--- src/design/shell_quote_tokenizer_defines.svh ---
// assertion macros shared by the tokenizer modules
// expects clk_i and rst_ni in the scope where a macro is used
`ifndef SHELL_QUOTE_TOKENIZER_DEFINES_SVH
`define SHELL_QUOTE_TOKENIZER_DEFINES_SVH

// property must hold at every rising clock edge out of reset
`define SQT_ASSERT(lbl, prop, msg) \
  lbl: assert property (@(posedge clk_i) disable iff (!rst_ni) (prop)) \
    else $error(msg);

// expression must never be true out of reset
`define SQT_ASSERT_NEVER(lbl, expr, msg) \
  lbl: assert property (@(posedge clk_i) disable iff (!rst_ni) !(expr)) \
    else $error(msg);

`endif

--- src/design/sqt_pkg.sv ---
// types and constants of the shell quote tokenizer
// no dependencies
package sqt_pkg;

  typedef enum logic [2:0] {
    MODE_NORMAL = 3'd0,
    MODE_SINGLE = 3'd1,
    MODE_DOUBLE = 3'd2,
    MODE_ESC_N  = 3'd3,
    MODE_ESC_D  = 3'd4,
    MODE_GT     = 3'd5
  } sqt_mode_e;

  localparam logic [2:0] KIND_CHAR   = 3'd0;
  localparam logic [2:0] KIND_WEND   = 3'd1;
  localparam logic [2:0] KIND_REDIR  = 3'd2;
  localparam logic [2:0] KIND_APPEND = 3'd3;
  localparam logic [2:0] KIND_DONE   = 3'd4;

  localparam logic [7:0] CH_SP = 8'h20;
  localparam logic [7:0] CH_HT = 8'h09;
  localparam logic [7:0] CH_LF = 8'h0A;
  localparam logic [7:0] CH_CR = 8'h0D;
  localparam logic [7:0] CH_SQ = 8'h27;
  localparam logic [7:0] CH_DQ = 8'h22;
  localparam logic [7:0] CH_BS = 8'h5C;
  localparam logic [7:0] CH_GT = 8'h3E;
  localparam logic [7:0] CH_N  = 8'h6E;
  localparam logic [7:0] CH_T  = 8'h74;
  localparam logic [7:0] CH_R  = 8'h72;

  // results one character can cause
  localparam int unsigned MaxRes = 4;
  localparam int unsigned SlotW  = $clog2(MaxRes);
  localparam int unsigned CntW   = $clog2(MaxRes + 1);

  typedef struct packed {
    logic [7:0] ch;
    logic       end_of_line;
  } sqt_in_t;

  typedef struct packed {
    logic [2:0] kind;
    logic [7:0] out_char;
    logic       single_quoted;
    logic       last_of_run;
  } sqt_out_t;

  typedef struct packed {
    logic [2:0] kind;
    logic [7:0] out_char;
    logic       single_quoted;
  } sqt_slot_t;

  // all results of one character, slot 0 first
  typedef struct packed {
    logic [CntW-1:0]           cnt;
    sqt_slot_t [MaxRes-1:0]    slot;
  } sqt_bundle_t;

  typedef struct packed {
    logic empty;
    logic full;
  } sqt_q_stat_t;

endpackage

--- src/design/sqt_front.sv ---
// front end: lexer state and classification of each character into a result bundle
// depends on sqt_pkg and shell_quote_tokenizer_defines.svh
`include "shell_quote_tokenizer_defines.svh"

module sqt_front (
  input  logic                clk_i,
  input  logic                rst_ni,
  input  logic                push_i,
  input  sqt_pkg::sqt_in_t    in_data_i,
  input  sqt_pkg::sqt_q_stat_t q_stat_i,
  output logic                wr_en_o,
  output sqt_pkg::sqt_bundle_t wr_bnd_o
);
  import sqt_pkg::*;

  typedef struct packed {
    sqt_mode_e   mode;
    logic        nonempty;
    logic        single;
    sqt_bundle_t bnd;
  } sqt_lex_t;

  function automatic sqt_lex_t put_res(sqt_lex_t s, logic [2:0] k, logic [7:0] c, logic sq);
    sqt_lex_t r;
    r = s;
    r.bnd.slot[s.bnd.cnt[SlotW-1:0]] = '{kind: k, out_char: c, single_quoted: sq};
    r.bnd.cnt = s.bnd.cnt + CntW'(1);
    return r;
  endfunction

  function automatic sqt_lex_t add_char(sqt_lex_t s, logic [7:0] c);
    sqt_lex_t r;
    r = put_res(s, KIND_CHAR, c, 1'b0);
    r.nonempty = 1'b1;
    return r;
  endfunction

  function automatic sqt_lex_t end_word(sqt_lex_t s);
    sqt_lex_t r;
    r = s;
    if (s.nonempty) begin
      r = put_res(s, KIND_WEND, 8'h00, s.single);
    end
    r.nonempty = 1'b0;
    r.single   = 1'b0;
    return r;
  endfunction

  function automatic logic is_ws(logic [7:0] c);
    return (c == CH_SP) || ((c >= CH_HT) && (c <= CH_CR));
  endfunction

  function automatic sqt_lex_t lex_step(sqt_lex_t s, logic [7:0] c, logic eol);
    sqt_lex_t   r;
    logic       do_norm;
    logic [7:0] m;
    r       = s;
    do_norm = 1'b0;
    m       = c;
    case (s.mode)
      MODE_SINGLE: begin
        r = add_char(r, c);
        if (c == CH_SQ) r.mode = MODE_NORMAL;
      end
      MODE_DOUBLE: begin
        if (c == CH_BS) begin
          r.mode = MODE_ESC_D;
        end else begin
          r = add_char(r, c);
          if (c == CH_DQ) r.mode = MODE_NORMAL;
        end
      end
      MODE_ESC_N: begin
        r = add_char(r, c);
        r.mode = MODE_NORMAL;
      end
      MODE_ESC_D: begin
        if (c == CH_N) m = CH_LF;
        else if (c == CH_T) m = CH_HT;
        else if (c == CH_R) m = CH_CR;
        r = add_char(r, m);
        r.mode = MODE_DOUBLE;
      end
      MODE_GT: begin
        r.mode = MODE_NORMAL;
        if (c == CH_GT) begin
          r = put_res(r, KIND_APPEND, 8'h00, 1'b0);
        end else begin
          r = put_res(r, KIND_REDIR, 8'h00, 1'b0);
          do_norm = 1'b1;
        end
      end
      default: begin
        r.mode  = MODE_NORMAL;
        do_norm = 1'b1;
      end
    endcase
    if (do_norm) begin
      if (is_ws(c)) begin
        r = end_word(r);
      end else if (c == CH_SQ) begin
        r = add_char(r, c);
        r.single = 1'b1;
        r.mode   = MODE_SINGLE;
      end else if (c == CH_DQ) begin
        r = add_char(r, c);
        r.mode = MODE_DOUBLE;
      end else if (c == CH_BS) begin
        r.mode = MODE_ESC_N;
      end else if (c == CH_GT) begin
        r = end_word(r);
        r.mode = MODE_GT;
      end else begin
        r = add_char(r, c);
      end
    end
    if (eol) begin
      if (r.mode == MODE_GT) r = put_res(r, KIND_REDIR, 8'h00, 1'b0);
      r = end_word(r);
      r = put_res(r, KIND_DONE, 8'h00, 1'b0);
      r.mode     = MODE_NORMAL;
      r.nonempty = 1'b0;
      r.single   = 1'b0;
    end
    return r;
  endfunction

  sqt_mode_e mode_q, mode_d;
  logic      nonempty_q, nonempty_d;
  logic      single_q, single_d;
  logic      accept;
  sqt_lex_t  cur, step_s;

  assign accept = push_i && !q_stat_i.full;

  always_comb begin
    cur.mode     = mode_q;
    cur.nonempty = nonempty_q;
    cur.single   = single_q;
    cur.bnd      = '0;
    step_s       = lex_step(cur, in_data_i.ch, in_data_i.end_of_line);
  end

  // next state
  always_comb begin
    mode_d     = mode_q;
    nonempty_d = nonempty_q;
    single_d   = single_q;
    if (accept) begin
      mode_d     = step_s.mode;
      nonempty_d = step_s.nonempty;
      single_d   = step_s.single;
    end
  end

  // outputs: characters with no result never enter the queue
  always_comb begin
    wr_en_o  = accept && (step_s.bnd.cnt != '0);
    wr_bnd_o = step_s.bnd;
  end

  always_ff @(posedge clk_i or negedge rst_ni) begin
    if (!rst_ni) begin
      mode_q     <= MODE_NORMAL;
      nonempty_q <= 1'b0;
      single_q   <= 1'b0;
    end else begin
      mode_q     <= mode_d;
      nonempty_q <= nonempty_d;
      single_q   <= single_d;
    end
  end

  `SQT_ASSERT(a_eol_resets, accept && in_data_i.end_of_line |=> mode_q == MODE_NORMAL && !nonempty_q && !single_q, "line end left lexer state behind")
  `SQT_ASSERT(a_bundle_size, wr_en_o |-> wr_bnd_o.cnt <= CntW'(MaxRes), "bundle larger than slots")
  `SQT_ASSERT(a_single_needs_word, single_q |-> nonempty_q, "single quote flag without word text")

endmodule

--- src/design/sqt_fifo.sv ---
// bundle queue between the front end and the back end
// depends on sqt_pkg and shell_quote_tokenizer_defines.svh
`include "shell_quote_tokenizer_defines.svh"

module sqt_fifo #(
  parameter int unsigned Depth = 4
) (
  input  logic                 clk_i,
  input  logic                 rst_ni,
  input  logic                 wr_en_i,
  input  sqt_pkg::sqt_bundle_t wr_bnd_i,
  input  logic                 rd_en_i,
  output sqt_pkg::sqt_bundle_t rd_bnd_o,
  output sqt_pkg::sqt_q_stat_t q_stat_o
);
  import sqt_pkg::*;

  localparam int unsigned AW = $clog2(Depth);
  localparam int unsigned CW = $clog2(Depth + 1);

  sqt_bundle_t   mem_q [Depth];
  logic [AW-1:0] wr_ptr_q, wr_ptr_d;
  logic [AW-1:0] rd_ptr_q, rd_ptr_d;
  logic [CW-1:0] count_q, count_d;

  assign q_stat_o.full  = (count_q == CW'(Depth));
  assign q_stat_o.empty = (count_q == '0);
  assign rd_bnd_o       = mem_q[rd_ptr_q];

  always_comb begin
    wr_ptr_d = wr_ptr_q;
    rd_ptr_d = rd_ptr_q;
    count_d  = count_q;
    if (wr_en_i) begin
      wr_ptr_d = (wr_ptr_q == AW'(Depth - 1)) ? '0 : wr_ptr_q + AW'(1);
    end
    if (rd_en_i) begin
      rd_ptr_d = (rd_ptr_q == AW'(Depth - 1)) ? '0 : rd_ptr_q + AW'(1);
    end
    if (wr_en_i && !rd_en_i) count_d = count_q + CW'(1);
    else if (rd_en_i && !wr_en_i) count_d = count_q - CW'(1);
  end

  always_ff @(posedge clk_i or negedge rst_ni) begin
    if (!rst_ni) begin
      wr_ptr_q <= '0;
      rd_ptr_q <= '0;
      count_q  <= '0;
    end else begin
      wr_ptr_q <= wr_ptr_d;
      rd_ptr_q <= rd_ptr_d;
      count_q  <= count_d;
    end
  end

  always_ff @(posedge clk_i) begin
    if (wr_en_i) mem_q[wr_ptr_q] <= wr_bnd_i;
  end

  `SQT_ASSERT_NEVER(a_no_overflow, wr_en_i && q_stat_o.full, "write into full queue")
  `SQT_ASSERT_NEVER(a_no_underflow, rd_en_i && q_stat_o.empty, "read from empty queue")
  `SQT_ASSERT(a_ptr_gap, q_stat_o.empty |-> wr_ptr_q == rd_ptr_q, "pointers apart while empty")

endmodule

--- src/design/sqt_back.sv ---
// back end: walks the slots of the head bundle into the result register
// depends on sqt_pkg and shell_quote_tokenizer_defines.svh
`include "shell_quote_tokenizer_defines.svh"

module sqt_back (
  input  logic                 clk_i,
  input  logic                 rst_ni,
  input  sqt_pkg::sqt_bundle_t head_i,
  input  sqt_pkg::sqt_q_stat_t q_stat_i,
  output logic                 rd_en_o,
  input  logic                 pop_i,
  output logic                 empty_o,
  output sqt_pkg::sqt_out_t    out_data_o
);
  import sqt_pkg::*;

  logic [SlotW-1:0] idx_q, idx_d;
  logic             valid_q, valid_d;
  sqt_out_t         out_q;
  logic             load, last;
  sqt_slot_t        cur_slot;

  assign cur_slot = head_i.slot[idx_q];
  assign last     = (CntW'(idx_q) + CntW'(1)) == head_i.cnt;
  // result register free now or emptied by this beat
  assign load     = !q_stat_i.empty && (!valid_q || pop_i);
  assign rd_en_o  = load && last;

  always_comb begin
    idx_d   = idx_q;
    valid_d = valid_q;
    if (load) begin
      idx_d   = last ? '0 : idx_q + SlotW'(1);
      valid_d = 1'b1;
    end else if (pop_i && valid_q) begin
      valid_d = 1'b0;
    end
  end

  always_ff @(posedge clk_i or negedge rst_ni) begin
    if (!rst_ni) begin
      idx_q   <= '0;
      valid_q <= 1'b0;
    end else begin
      idx_q   <= idx_d;
      valid_q <= valid_d;
    end
  end

  always_ff @(posedge clk_i) begin
    if (load) begin
      out_q.kind          <= cur_slot.kind;
      out_q.out_char      <= cur_slot.out_char;
      out_q.single_quoted <= cur_slot.single_quoted;
      out_q.last_of_run   <= last;
    end
  end

  assign empty_o    = !valid_q;
  assign out_data_o = out_q;

  `SQT_ASSERT_NEVER(a_mid_bundle, (idx_q != '0) && q_stat_i.empty, "bundle left mid-walk")
  `SQT_ASSERT(a_idx_in_range, !q_stat_i.empty |-> CntW'(idx_q) < head_i.cnt, "slot index past bundle")
  `SQT_ASSERT(a_hold_stall, valid_q && !pop_i |=> valid_q && $stable(out_q), "stalled result changed")

endmodule

--- src/design/shell_quote_tokenizer.sv ---
// top level of the shell quote tokenizer: front end, bundle queue, back end
// depends on sqt_pkg, sqt_front, sqt_fifo and sqt_back
//
//  channel  | handshake           | payload
//  ---------+---------------------+------------------------------------------
//  input    | push / full         | in_data_i  (ch, end_of_line)
//  result   | empty / pop         | out_data_o (kind, out_char, single_quoted,
//           |                     |             last_of_run)
//
// one character is taken per cycle while the bundle queue has room
// the back end moves one result per cycle out of the head bundle while the result
// register is free or being popped; a character has 0 to 4 results, and
// characters with no result never enter the queue
// the first result of a character is written into the bundle queue and then into the
// result register before it shows on the outputs; reset empties the queue
// a stalled pop backs up into the queue and then raises full
module shell_quote_tokenizer #(
  parameter int unsigned QDepth = 4
) (
  input  logic              clk_i,
  input  logic              rst_ni,
  input  logic              push,
  output logic              full,
  input  sqt_pkg::sqt_in_t  in_data_i,
  output logic              empty,
  input  logic              pop,
  output sqt_pkg::sqt_out_t out_data_o
);
  import sqt_pkg::*;

  sqt_q_stat_t q_stat;
  sqt_bundle_t wr_bnd, head_bnd;
  logic        wr_en, rd_en;

  sqt_front u_front (
    .clk_i     (clk_i),
    .rst_ni    (rst_ni),
    .push_i    (push),
    .in_data_i (in_data_i),
    .q_stat_i  (q_stat),
    .wr_en_o   (wr_en),
    .wr_bnd_o  (wr_bnd)
  );

  sqt_fifo #(
    .Depth (QDepth)
  ) u_fifo (
    .clk_i    (clk_i),
    .rst_ni   (rst_ni),
    .wr_en_i  (wr_en),
    .wr_bnd_i (wr_bnd),
    .rd_en_i  (rd_en),
    .rd_bnd_o (head_bnd),
    .q_stat_o (q_stat)
  );

  sqt_back u_back (
    .clk_i      (clk_i),
    .rst_ni     (rst_ni),
    .head_i     (head_bnd),
    .q_stat_i   (q_stat),
    .rd_en_o    (rd_en),
    .pop_i      (pop),
    .empty_o    (empty),
    .out_data_o (out_data_o)
  );

  assign full = q_stat.full;

endmodule
--- config.mk ---
export PLATFORM = sky130hd
export DESIGN_NAME = shell_quote_tokenizer
export DESIGN_NICKNAME = d
export VERILOG_FILES = /design/src/design/sqt_pkg.sv /design/src/design/sqt_front.sv /design/src/design/sqt_fifo.sv /design/src/design/sqt_back.sv /design/src/design/shell_quote_tokenizer.sv
export VERILOG_INCLUDE_DIRS = /design/src /design/src/design
export SDC_FILE = /design/constraint.sdc
export NUM_CORES = 1
export LEC_CHECK = 0
export BUFFER_PORTS_ARGS = -buffer_cell sky130_fd_sc_hd__buf_2
export CAP_MARGIN = 20
export CORE_ASPECT_RATIO = 1.5
export CORE_MARGIN = 1.5
export CORE_UTILIZATION = 29
export DETAILED_ROUTE_END_ITERATION = 10
export PLACE_DENSITY = 0.47
export RECOVER_POWER = 100
export SYNTH_ARGS = -nofsm -noshare
export SYNTH_HDL_FRONTEND = slang
export SYNTH_HIERARCHICAL = 1
export SYNTH_SLANG_ARGS = --single-unit
--- constraint.sdc ---
create_clock -name clk_i -period 5.45 [get_ports clk_i]
set_input_delay 0.545 -clock clk_i [delete_from_list [all_inputs] [get_ports clk_i]]
set_output_delay 0.545 -clock clk_i [all_outputs]
set_load 0.01 [all_outputs]
### Word-level counts from Yosys, hierarchy flattened

Memory sizes are Yosys's and may differ from the RTL's.
Cells that the tools add are included.

* flip-flop bits (word level): 28
* RAM bits: 204
* output and inout bits: 15
* logic and storage cells: 130
* memories: 1

* $add $sub $neg: 10
* magnitude comparators: 11
* equality and inequality tests: 18
* multiplexer cells: 47
* bitwise logic cells: 6
* reduce and logical (&&, ||, !) cells: 25

Memory list
* u_fifo.mem_q: depth 4, width 51, read ports 1, clocked after Yosys merged registers in 0, wr ports 1, line sqt_fifo.sv:21 `sqt_bundle_t mem_q [Depth];`

Operator list (count)
* 56-bit 2-to-1 mux: 6
* 53-bit one-hot mux with 4 select lines: 1
* 51-bit 2-to-1 mux: 4
* 53-bit 2-to-1 mux: 3
* 48-bit bitwise mux: 3
* 12-bit demux with 2-bit select: 4
* 44-bit AND: 2
* 44-bit inverter: 2
* 12-bit 2-to-1 mux: 5
* 8-bit by 6-bit == test with 1-bit output, second input constant: 4
* 8-bit by 7-bit == test with 1-bit output, second input constant: 4
* 12-bit binary-select mux with 2-bit select: 1
* 8-bit 2-to-1 mux: 3
* 3-bit 2-to-1 mux: 6
* 3-bit by 1-bit adder with 3-bit output, second input constant: 5
* 2-bit by 3-bit less-than comparator with 1-bit output, second input constant: 5
* 3-bit == test, second input constant: 4
* 1-bit logical AND: 12
* 3-bit one-hot mux with 4 select lines: 1
* 10-bit 2-to-1 mux: 1
* 2-bit by 1-bit >= comparator with 1-bit output, second input constant: 4
* 8-bit by 4-bit >= comparator with 1-bit output, second input constant: 1
* 8-bit by 4-bit less-or-equal comparator with 1-bit output, second input constant: 1
* 4-bit bitwise OR: 2
* 17 further kinds: 33

### Logic depth before layout (Yosys ltp)

Gate-level depths: netlist of run 1.

* word-level depth: 45
* mapped depth: 24
* gate-level depth less buffers: 23

### Modules after synthesis

The synthesis of run 1 kept the hierarchy.

Modules (own cells, without submodules)
* sqt_fifo: instances 1, cells each 304, area an instance 7837.5 µm², seq. area each 6301.0 µm²
* sqt_front: instances 1, cells each 259, area an instance 2024.4 µm², seq. area each 125.1 µm²
* sqt_back: instances 1, cells each 46, area an instance 910.9 µm², seq. area each 465.4 µm²

### Worst setup path after synthesis of run 1

OpenSTA, ideal clock, no wires.

* path type: input port to flip-flop
* from: input in_data_i[6] (netlist name)
* to: memory u_fifo/mem_q[1][0] (netlist name), enable pin
* library setup time: 0.414 ns
* arrival time: 5.468 ns
* data required time: 5.036 ns
* path slack: -0.432 ns
* stages: 19
* cell sequence: buf_6 nor2_1 nand3_1 a31o_1 or3_1 ha_1 o21ai_1 nand4b_4 inv_1 ha_1 mux2i_2 inv_1 ha_1 mux2i_1 ha_1 nand2b_1 a21o_1 a41oi_1 and2_1

* longest elaborated chain between the ends: 23
* elaborated cells between the ends (all ways): 39

RTL lines
* from (decl): line shell_quote_tokenizer.sv:24 `input sqt_pkg::sqt_in_t in_data_i,`
* 8-bit by 7-bit == test with 1-bit output: line sqt_front.sv:66, sqt_front.sv:108
* 53-bit 2-to-1 mux: line sqt_front.sv:66 `if (c == CH_BS) begin`
* 53-bit one-hot mux with 4 select lines: line sqt_front.sv:60 `case (s.mode)`
* 3-bit by 1-bit adder with 3-bit output: line sqt_front.sv:27 `r.bnd.cnt = s.bnd.cnt + CntW'(1);`
* 51-bit 2-to-1 mux: line sqt_front.sv:41 `if (s.nonempty) begin`
* 56-bit 2-to-1 mux: line sqt_front.sv:110 `end else if (c == CH_GT) begin`
* 53-bit 2-to-1 mux: line sqt_front.sv:108 `end else if (c == CH_BS) begin`
* 56-bit 2-to-1 mux: line sqt_front.sv:105 `end else if (c == CH_DQ) begin`
* [... 8 more ...]
* 51-bit 2-to-1 mux: line sqt_front.sv:117 `if (eol) begin`
* 3-bit by 1-bit adder with 3-bit output: line sqt_front.sv:27
* 56-bit 2-to-1 mux *: line sqt_front.sv:117
* 3-bit nonzero test *: line sqt_front.sv:158 `wr_en_o = accept && (step_s.bnd.cnt != '0);`
* 1-bit logical AND *: line sqt_front.sv:158
* net wr_en: line shell_quote_tokenizer.sv:33 `logic wr_en, rd_en;`
* 1-bit 2-to-1 mux *: line sqt_fifo.sv:57 `if (wr_en_i) mem_q[wr_ptr_q] <= wr_bnd_i;`
* 1-bit 2-to-1 mux (not written as such) *: line sqt_fifo.sv:57
* to (decl): line sqt_fifo.sv:21

The timed path passes the listed nets; every way through them passes the cells marked *. The select of a mux whose other input is x is not followed.

### Worst setup path in the final report of run 1

* from: register u_front.mode_q[1]
* to: memory u_fifo/mem_q[1][18] (netlist name), enable pin

* longest elaborated chain between the ends: 23
* elaborated cells between the ends (all ways): 35

RTL lines
* from (decl): line sqt_front.sv:128 `sqt_mode_e mode_q, mode_d;`
* from (signal assigned): line sqt_front.sv:168 `mode_q <= mode_d;`
* 3-bit by 2-bit == test with 1-bit output or 3-bit by 1-bit == test with 1-bit output (tied branches): line sqt_front.sv:60
* 2-bit OR reduction (no source line)
* 53-bit one-hot mux with 4 select lines: line sqt_front.sv:60
* 3-bit by 1-bit adder with 3-bit output: line sqt_front.sv:27
* 51-bit 2-to-1 mux: line sqt_front.sv:41
* 56-bit 2-to-1 mux: line sqt_front.sv:110
* 53-bit 2-to-1 mux: line sqt_front.sv:108
* 56-bit 2-to-1 mux: line sqt_front.sv:105
* [... 8 more ...]
* 51-bit 2-to-1 mux: line sqt_front.sv:117
* 3-bit by 1-bit adder with 3-bit output: line sqt_front.sv:27
* 56-bit 2-to-1 mux *: line sqt_front.sv:117
* 3-bit nonzero test *: line sqt_front.sv:158
* 1-bit logical AND *: line sqt_front.sv:158
* net wr_en: line shell_quote_tokenizer.sv:33
* 1-bit 2-to-1 mux *: line sqt_fifo.sv:57
* 1-bit 2-to-1 mux (not written as such) *: line sqt_fifo.sv:57

Marked as above.

==> results.sh, run 1 <==
export IMPL_coreArea_um2=36700
export IMPL_grt_max_degree=52
export IMPL_synthArstFlopShare_pct=6.47
export IMPL_hold_worst_slack_ns=0.239
export IMPL_synth_xor_area_share_pct=1.14
export IMPL_htree_num_levels=1
export IMPL_path_clk_slew_ns=0.06
export IMPL_portBuffers=27
export IMPL_via_count=5293
export IMPL_synth_edff_count=217
export IMPL_hold_violations=0
export IMPL_r2r_end="u_fifo/mem_q[1][18]$_DFFE_PP_"
export IMPL_insertion_delay_ns=0.51
export IMPL_dp_hpwl_mm=14.8
export IMPL_reg2reg_from="u_front/mode_q[1]$_DFFE_PN0P_"
export IMPL_die_h_um=239
export IMPL_synthAdderAreaFrac_pct=2.49
export IMPL_num_antenna_cells=0
export IMPL_synth_seq_cells=232
export IMPL_status="finished, violations left"
export IMPL_critPathKind="flip-flop to flip-flop"
export IMPL_fill_cells=3550
export IMPL_finalSetupViolCount=0
export IMPL_clock_skew_ns=0.0161
export IMPL_area_delta_synth_final_pct=9.72
export IMPL_gp_congestion=0.793
export IMPL_antenna_found_initial=0
export IMPL_worstPathRequired_ns=5.63
export IMPL_rrSetupSlack_ns=0.50
export IMPL_cap_violations=1
export IMPL_clock_fmax_mhz=202
export IMPL_ir_drop_mv=0.178
export IMPL_grt_pass1_vias=5900
export IMPL_fin_crit_sh_pct=90.8
export IMPL_endpoint_kind="flip-flop"
export IMPL_setup_tns_final_ns=0
export IMPL_ys_flop_type="edfxtp_1"
export IMPL_initial_core_util_pct=29.4
export IMPL_tritoncts="built"
export IMPL_powerDensity_nw_per_um2=480
export IMPL_violations="capacitance limit, slew limit"
export IMPL_dieArea_um2=38300
export IMPL_drv_slew=51
export IMPL_leakage_uw=0.00392
export IMPL_viasPerCell=4.67
export IMPL_critPathMaxFanout=33
export IMPL_synth_simple_gate_area_share_pct=6.86
export IMPL_synth_cells=609
export IMPL_clkSinkCount=232
export IMPL_worstMarginPinSlew_ns=3.30
export IMPL_synth_mux_area_share_pct=14.1
export IMPL_root_buffer="clkbuf_16"
export IMPL_drc_errors=0
export IMPL_grt_usage_pct=12.1
export IMPL_dp_cells=1094
export IMPL_drtPass1Iterations=4
export IMPL_ctsResizeCount=0
export IMPL_clk_path_buf_depth=3
export IMPL_cts_made_buffers=22
export IMPL_drt_total_wl_mm=22.4
export IMPL_final_cell_mix="edfxtp_1 (217), mux4_2 (56), clkbuf_1 (28)"
export IMPL_fin_crit_ns=4.95
export IMPL_post_cts_setup_buffer_count=0
export IMPL_cp_endpoint="u_fifo/mem_q[1][18]$_DFFE_PP_"
export IMPL_drtAntennaViolNets=0
export IMPL_synth_top_family_by_area="multiplexers"
export IMPL_grt_pass1_wl_mm=35.1
export IMPL_overflow=0
export IMPL_r2r_cells=19
export IMPL_netlist_area_um2=10800
export IMPL_io_pins=28
export IMPL_yosysWarnings=6
export IMPL_rsz0062_at_grt="false"
export IMPL_ys_types=78
export IMPL_wl_per_cell_um=19.8
export IMPL_drive_above_1_share_pct=23.6
export IMPL_seq_area_frac_synth_pct=64.0
export IMPL_min_path_type="input port to flip-flop"
export IMPL_slew_headroom_pct=-120
export IMPL_rows=86
export IMPL_layout_nets=668
export IMPL_final_cells=1133
export IMPL_postSynthAreaPerCell_um2=17.7
export IMPL_critPathLaunchType="flip-flop"
export IMPL_die_w_um=160
export IMPL_drtIter0Drc=300
export IMPL_crit_path_start="u_front/mode_q[1]$_DFFE_PN0P_"
export IMPL_arrival_ns=5.13
export IMPL_synth_compound_area_share_pct=4.87
export IMPL_final_common_cell="edfxtp_1"
export IMPL_final_util_pct=32.2
-- critical path, cell delays in order, from the launching register on --
cell and delay (ns):
dfrtp_1 0.55, nand2b_1 0.19, nor2_1 0.10, or3_1 0.35, ha_1 0.30, o21ai_0 0.14, nand4b_4 0.14, inv_1 0.10
ha_1 0.23, mux2i_1 0.20, inv_1 0.07, ha_1 0.30, mux2i_1 0.21, ha_1 0.20, and2_0 0.16, nand3_1 0.10
a41oi_1 0.30, clkbuf_1 0.34, and2_2 0.34, buf_12 0.25
-- report_power, final --
group | switching, µW | internal [µW]
clock network | 620 | 817
registers | 158 | 2420
logic | 848 | 809
total | 1630 | 4050
-- logic make-up (layout without fill, tap and decap cells) --
group,count (synthesis),in the layout
AOI/OAI and AO/OA,61,61
xor gates and xnor gates,11,11
adders and majority gates,21,21
buffers and inverters,92,115
DFF,232,232
muxes,70,70
other,1,18
and+or+nand+nor,121,121
-- synth_stat cells, types with 3 or more instances --
library cell	number	share of area (%)
buf_12	6	1.1
o21ai_0	12	0.56
dfrtp_1	15	3.5
edfxtp_1	217	60
and2_1	17	0.99
nand2_1	26	0.91
mux2_2	4	0.42
a22o_1	4	0.33
o32ai_1	3	0.24
nor3b_1	6	0.42
o31ai_1	3	0.21
xnor2_1	4	0.33
inv_1	15	0.52
xor2_1	5	0.41
or2_1	3	0.17
ha_1	19	2.2
nor3_1	7	0.33
or3_4	4	0.42
and3_1	3	0.17
mux4_2	56	12
buf_6	5	0.52
nor4_1	4	0.23
nor2b_1	4	0.23
buf_4	56	3.9
mux4_1	7	1.7
nand3_1	4	0.19
buf_2	7	0.33
nor2_1	20	0.70
nand2b_1	6	0.35
a21oi_1	11	0.51
-- state kept, by name (all words and copies together) (netlist names) --
register and count:
u_fifo/mem_q 204, u_back/valid_q 1, u_fifo/rd_ptr_q 2, u_front/single_q 1, u_back/idx_q 2, u_front/nonempty_q 1
u_fifo/count_q 3, u_back/out_data_o 13, u_front/mode_q 3, u_fifo/wr_ptr_q 2
-- final cells by class --
| type | count | area [µm²] | area share [%] |
|---|---|---|---|
| tap | 484 | 606 | 5.12 |
| sequential | 232 | 6900 | 58.3 |
| inverter | 16 | 60.1 | 0.508 |
| clock buffer | 26 | 587 | 4.96 |
| multi-input combinational | 302 | 3190 | 27.0 |
| timing repair buffer | 61 | 389 | 3.29 |
| clock inverter | 12 | 90.1 | 0.762 |
-- per-layer routing --
| layer | wire, µm | vias to the layer above | track usage (%) |
|---|---|---|---|
| met4 | 525 | 0 | 4.22 |
| met1 | 8600 | 2780 | 13.3 |
| met2 | 12600 | 87 | 23.9 |
| met3 | 648 | 33 | 1.35 |
| met5 | 0 | - | 0 |
| li1 | - | 2393 | - |
-- how the worst min path moves through the flow --
stage | slack (ns) | from | depth (start not counted) | endpoint
6_report | 0.24 | pop | 2 | u_back/valid_q$_DFFE_PN0P_
4_1_cts | 0.22 | pop | 2 | u_back/valid_q$_DFFE_PN0P_
2_1_floorplan | 0.25 | rst_ni | 0 | u_back/idx_q[0]$_DFFE_PN0P_
5_1_grt | 0.22 | pop | 2 | u_back/valid_q$_DFFE_PN0P_
3_3_place_gp | 0.48 | u_fifo/count_q[2]$_DFFE_PN0P_ | 1 | u_fifo/count_q[2]$_DFFE_PN0P_
3_5_place_dp | 0.50 | rst_ni | 1 | u_fifo/wr_ptr_q[1]$_DFFE_PN0P_
-- what timing repair did --
action / in CTS / in global routing
endpoints found under the setup margin: 0 / 0
endpoints found under the hold margin: 15 / 0
hold buffers: 1 / 0
-- stage by stage --
stage               power, µW  instance area, µm²  worst slack (ns)
finish                   5670               11800             0.503
global route             5990               11800             0.159
CTS                      5800               11900             0.622
detailed placement       4340               11200             0.183
global placement         4280               11200             0.275
floorplan                3890               10800            0.0944
No activity file was read; power rests on OpenSTA's default activity.
==> inputs of run 2 (changes only) <==
Settings changed: CORE_ASPECT_RATIO 1.5 to 1.2, REMOVE_ABC_BUFFERS set to 1.
==> run 2 against run 1 <==
Net effect: the run now ends clean; clock skew is 0.00072 ns higher; setup slack worse by 0.070 ns; clock-buffer cell count is 3 higher; critical path type is now input port to flip-flop; largest power group unchanged.
==> results.sh, run 2 (synthesis results as in run 1) <==
export IMPL_drtIter0Drc=277
export IMPL_p_int_uw=4180
export IMPL_final_cell_area_um2=11900
export IMPL_antenna_found_initial=0
export IMPL_drt_total_wl_mm=22.4
export IMPL_leakage_uw=0.00400
export IMPL_final_common_cell="edfxtp_1"
export IMPL_setup_tns_final_ns=0
export IMPL_largest_register="u_fifo/mem_q"
export IMPL_die_w_um=179
export IMPL_slowest_stage="o31ai_1"
export IMPL_drv_slew=0
export IMPL_r2r_end="u_fifo/count_q[2]$_DFFE_PN0P_"
export IMPL_endpoint_kind="flip-flop"
export IMPL_final_cell_mix="edfxtp_1 (217), mux4_2 (56), nand2_1 (26)"
export IMPL_post_cts_setup_buffer_count=0
export IMPL_gp_congestion=0.791
export IMPL_finalSetupViolCount=0
export IMPL_coreArea_um2=36700
export IMPL_grt_max_degree=52
export IMPL_p_comb_share_pct=26.0
export IMPL_slew_headroom_pct=8.35
export IMPL_insertion_delay_ns=0.52
export IMPL_swShare_pct=28.1
export IMPL_root_buffer="clkbuf_16"
export IMPL_drc_errors=0
export IMPL_critPathLaunchType="input port"
export IMPL_tritoncts="built"
export IMPL_viasPerCell=4.70
export IMPL_rsz0062_at_grt="false"
export IMPL_critPathKind="input port to flip-flop"
export IMPL_reg2reg_from="u_front/mode_q[1]$_DFFE_PN0P_"
export IMPL_critPathMaxFanout=9
export IMPL_layout_nets=672
export IMPL_clock_skew_ns=0.0168
export IMPL_die_h_um=214
export IMPL_path_clk_slew_ns=0.06
export IMPL_num_antenna_cells=0
export IMPL_ctsResizeCount=0
export IMPL_area_delta_synth_final_pct=10.8
export IMPL_initial_core_util_pct=29.3
export IMPL_io_pins=28
export IMPL_cp_cell_sequence="buf_2, clkbuf_1, or3_1, o31ai_1, o41ai_1, or2_1, ha_1, mux2i_2, inv_1, ha_1, mux2i_1, ha_1, and2_1, nand3_1, a41oi_1, ha_1, inv_1, fa_1, xor2_1, nor2_1, xor2_1"
export IMPL_htree_num_levels=1
export IMPL_clock_fmax_mhz=199
export IMPL_overflow=0
export IMPL_holdBufCountCts=1
export IMPL_drtAntennaViolNets=0
export IMPL_p_clk_share_pct=28.3
export IMPL_portBuffers=27
export IMPL_rows=77
export IMPL_via_count=5309
export IMPL_grt_pass1_wl_mm=35.1
export IMPL_hold_start="pop"
export IMPL_min_path_type="input port to flip-flop"
export IMPL_wl_per_cell_um=19.9
export IMPL_grt_pass1_vias=5963
export IMPL_cts_made_buffers=23
export IMPL_ir_drop_mv=0.197
export IMPL_r2r_cells=22
export IMPL_powerDensity_nw_per_um2=487
export IMPL_worstPathRequired_ns=5.88
export IMPL_status="complete, no violations"
export IMPL_fill_cells=3496
export IMPL_fin_crit_sh_pct=92.1
export IMPL_dieArea_um2=38300
export IMPL_fin_crit_ns=5.02
export IMPL_drtPass1Iterations=4
export IMPL_largest_reg_flops=204
export IMPL_final_util_pct=32.5
export IMPL_dp_hpwl_mm=14.7
export IMPL_seqPwrFrac_pct=45.7
export IMPL_cap_violations=0
export IMPL_switchingPower_uw=1630
export IMPL_power_uw=5810
export IMPL_arrival_ns=5.44
export IMPL_clk_path_buf_depth=3
export IMPL_placed_cell_area_um2=11300
export IMPL_worstMarginPinSlew_ns=1.37
export IMPL_crit_path_frequent_cell="ha_1"
export IMPL_cpPeakStageDelay_ns=0.68
export IMPL_clkSinkCount=232
export IMPL_hold_violations=0
export IMPL_rrSetupSlack_ns=0.69
export IMPL_drive_above_1_share_pct=24.3
export IMPL_holdPathEnd="u_back/valid_q$_DFFE_PN0P_"
export IMPL_whs_path_depth=2
export IMPL_hold_worst_slack_ns=0.240
export IMPL_grt_usage_pct=12.1
==> run 2: worst max-delay path by stage <==
stage,startpoint,endpoint,slack [ns],cells after the start
finish,in_data_i[5],u_fifo/count_q[2]$_DFFE_PN0P_,0.43,21
detailed placement,in_data_i[8],u_fifo/count_q[1]$_DFFE_PN0P_,0.13,22
global route,in_data_i[5],u_fifo/count_q[2]$_DFFE_PN0P_,0.13,21
floorplan,in_data_i[1],u_fifo/mem_q[1][0]$_DFFE_PP_,-0.41,18
global placement,in_data_i[8],u_fifo/count_q[1]$_DFFE_PN0P_,0.24,22
CTS,u_front/mode_q[2]$_DFFE_PN0P_,u_fifo/count_q[2]$_DFFE_PN0P_,0.62,21
==> run 2: cell type report <==
type | instances | area, µm² | share of cell area (%)
clock buffers | 29 | 618 | 5.18
clock inverters | 12 | 160 | 1.34
inverters | 16 | 60.1 | 0.503
multi-input cells | 302 | 3170 | 26.6
flip-flops and latches | 232 | 6890 | 57.8
well taps | 474 | 593 | 4.97
repair buffers | 64 | 438 | 3.67
==> run 2: power groups by stage <==
stage / logic, µW / registers [µW] / clock network, µW
floorplan: 1010 / 2730 / 0
global placement: 1590 / 2690 / 0
detailed placement: 1610 / 2710 / 0
CTS: 1620 / 2680 / 1690
global route: 1660 / 2700 / 1750
finish: 1510 / 2650 / 1640
==> run 2: layer usage <==
metal | global-route usage, % | vias up | wire length, µm
li1 | - | 2398 | -
met1 | 14.3 | 2807 | 9130
met2 | 22.5 | 67 | 12100
met3 | 1.51 | 37 | 561
met4 | 3.94 | 0 | 593
met5 | 0 | - | 0
==> run 2: worst max-delay path, delay by kind of cell <==
kind | cells | cell delay [ns]
AOI/OAI and AO/OA | 3 | 1.13
adders and majority gates | 5 | 1.47
buffers and inverters | 4 | 0.47
muxes | 2 | 0.38
and+or+nand+nor | 5 | 1.14
xor gates and xnor gates | 2 | 0.31
==> run 2: per-stage QoR <==
stage | cells | setup slack (ns)
finish | 1129 | 0.433
global route | 1129 | 0.126
CTS | 1129 | 0.624
detailed placement | 1087 | 0.127
global placement | 1087 | 0.240
floorplan | 550 | -0.409
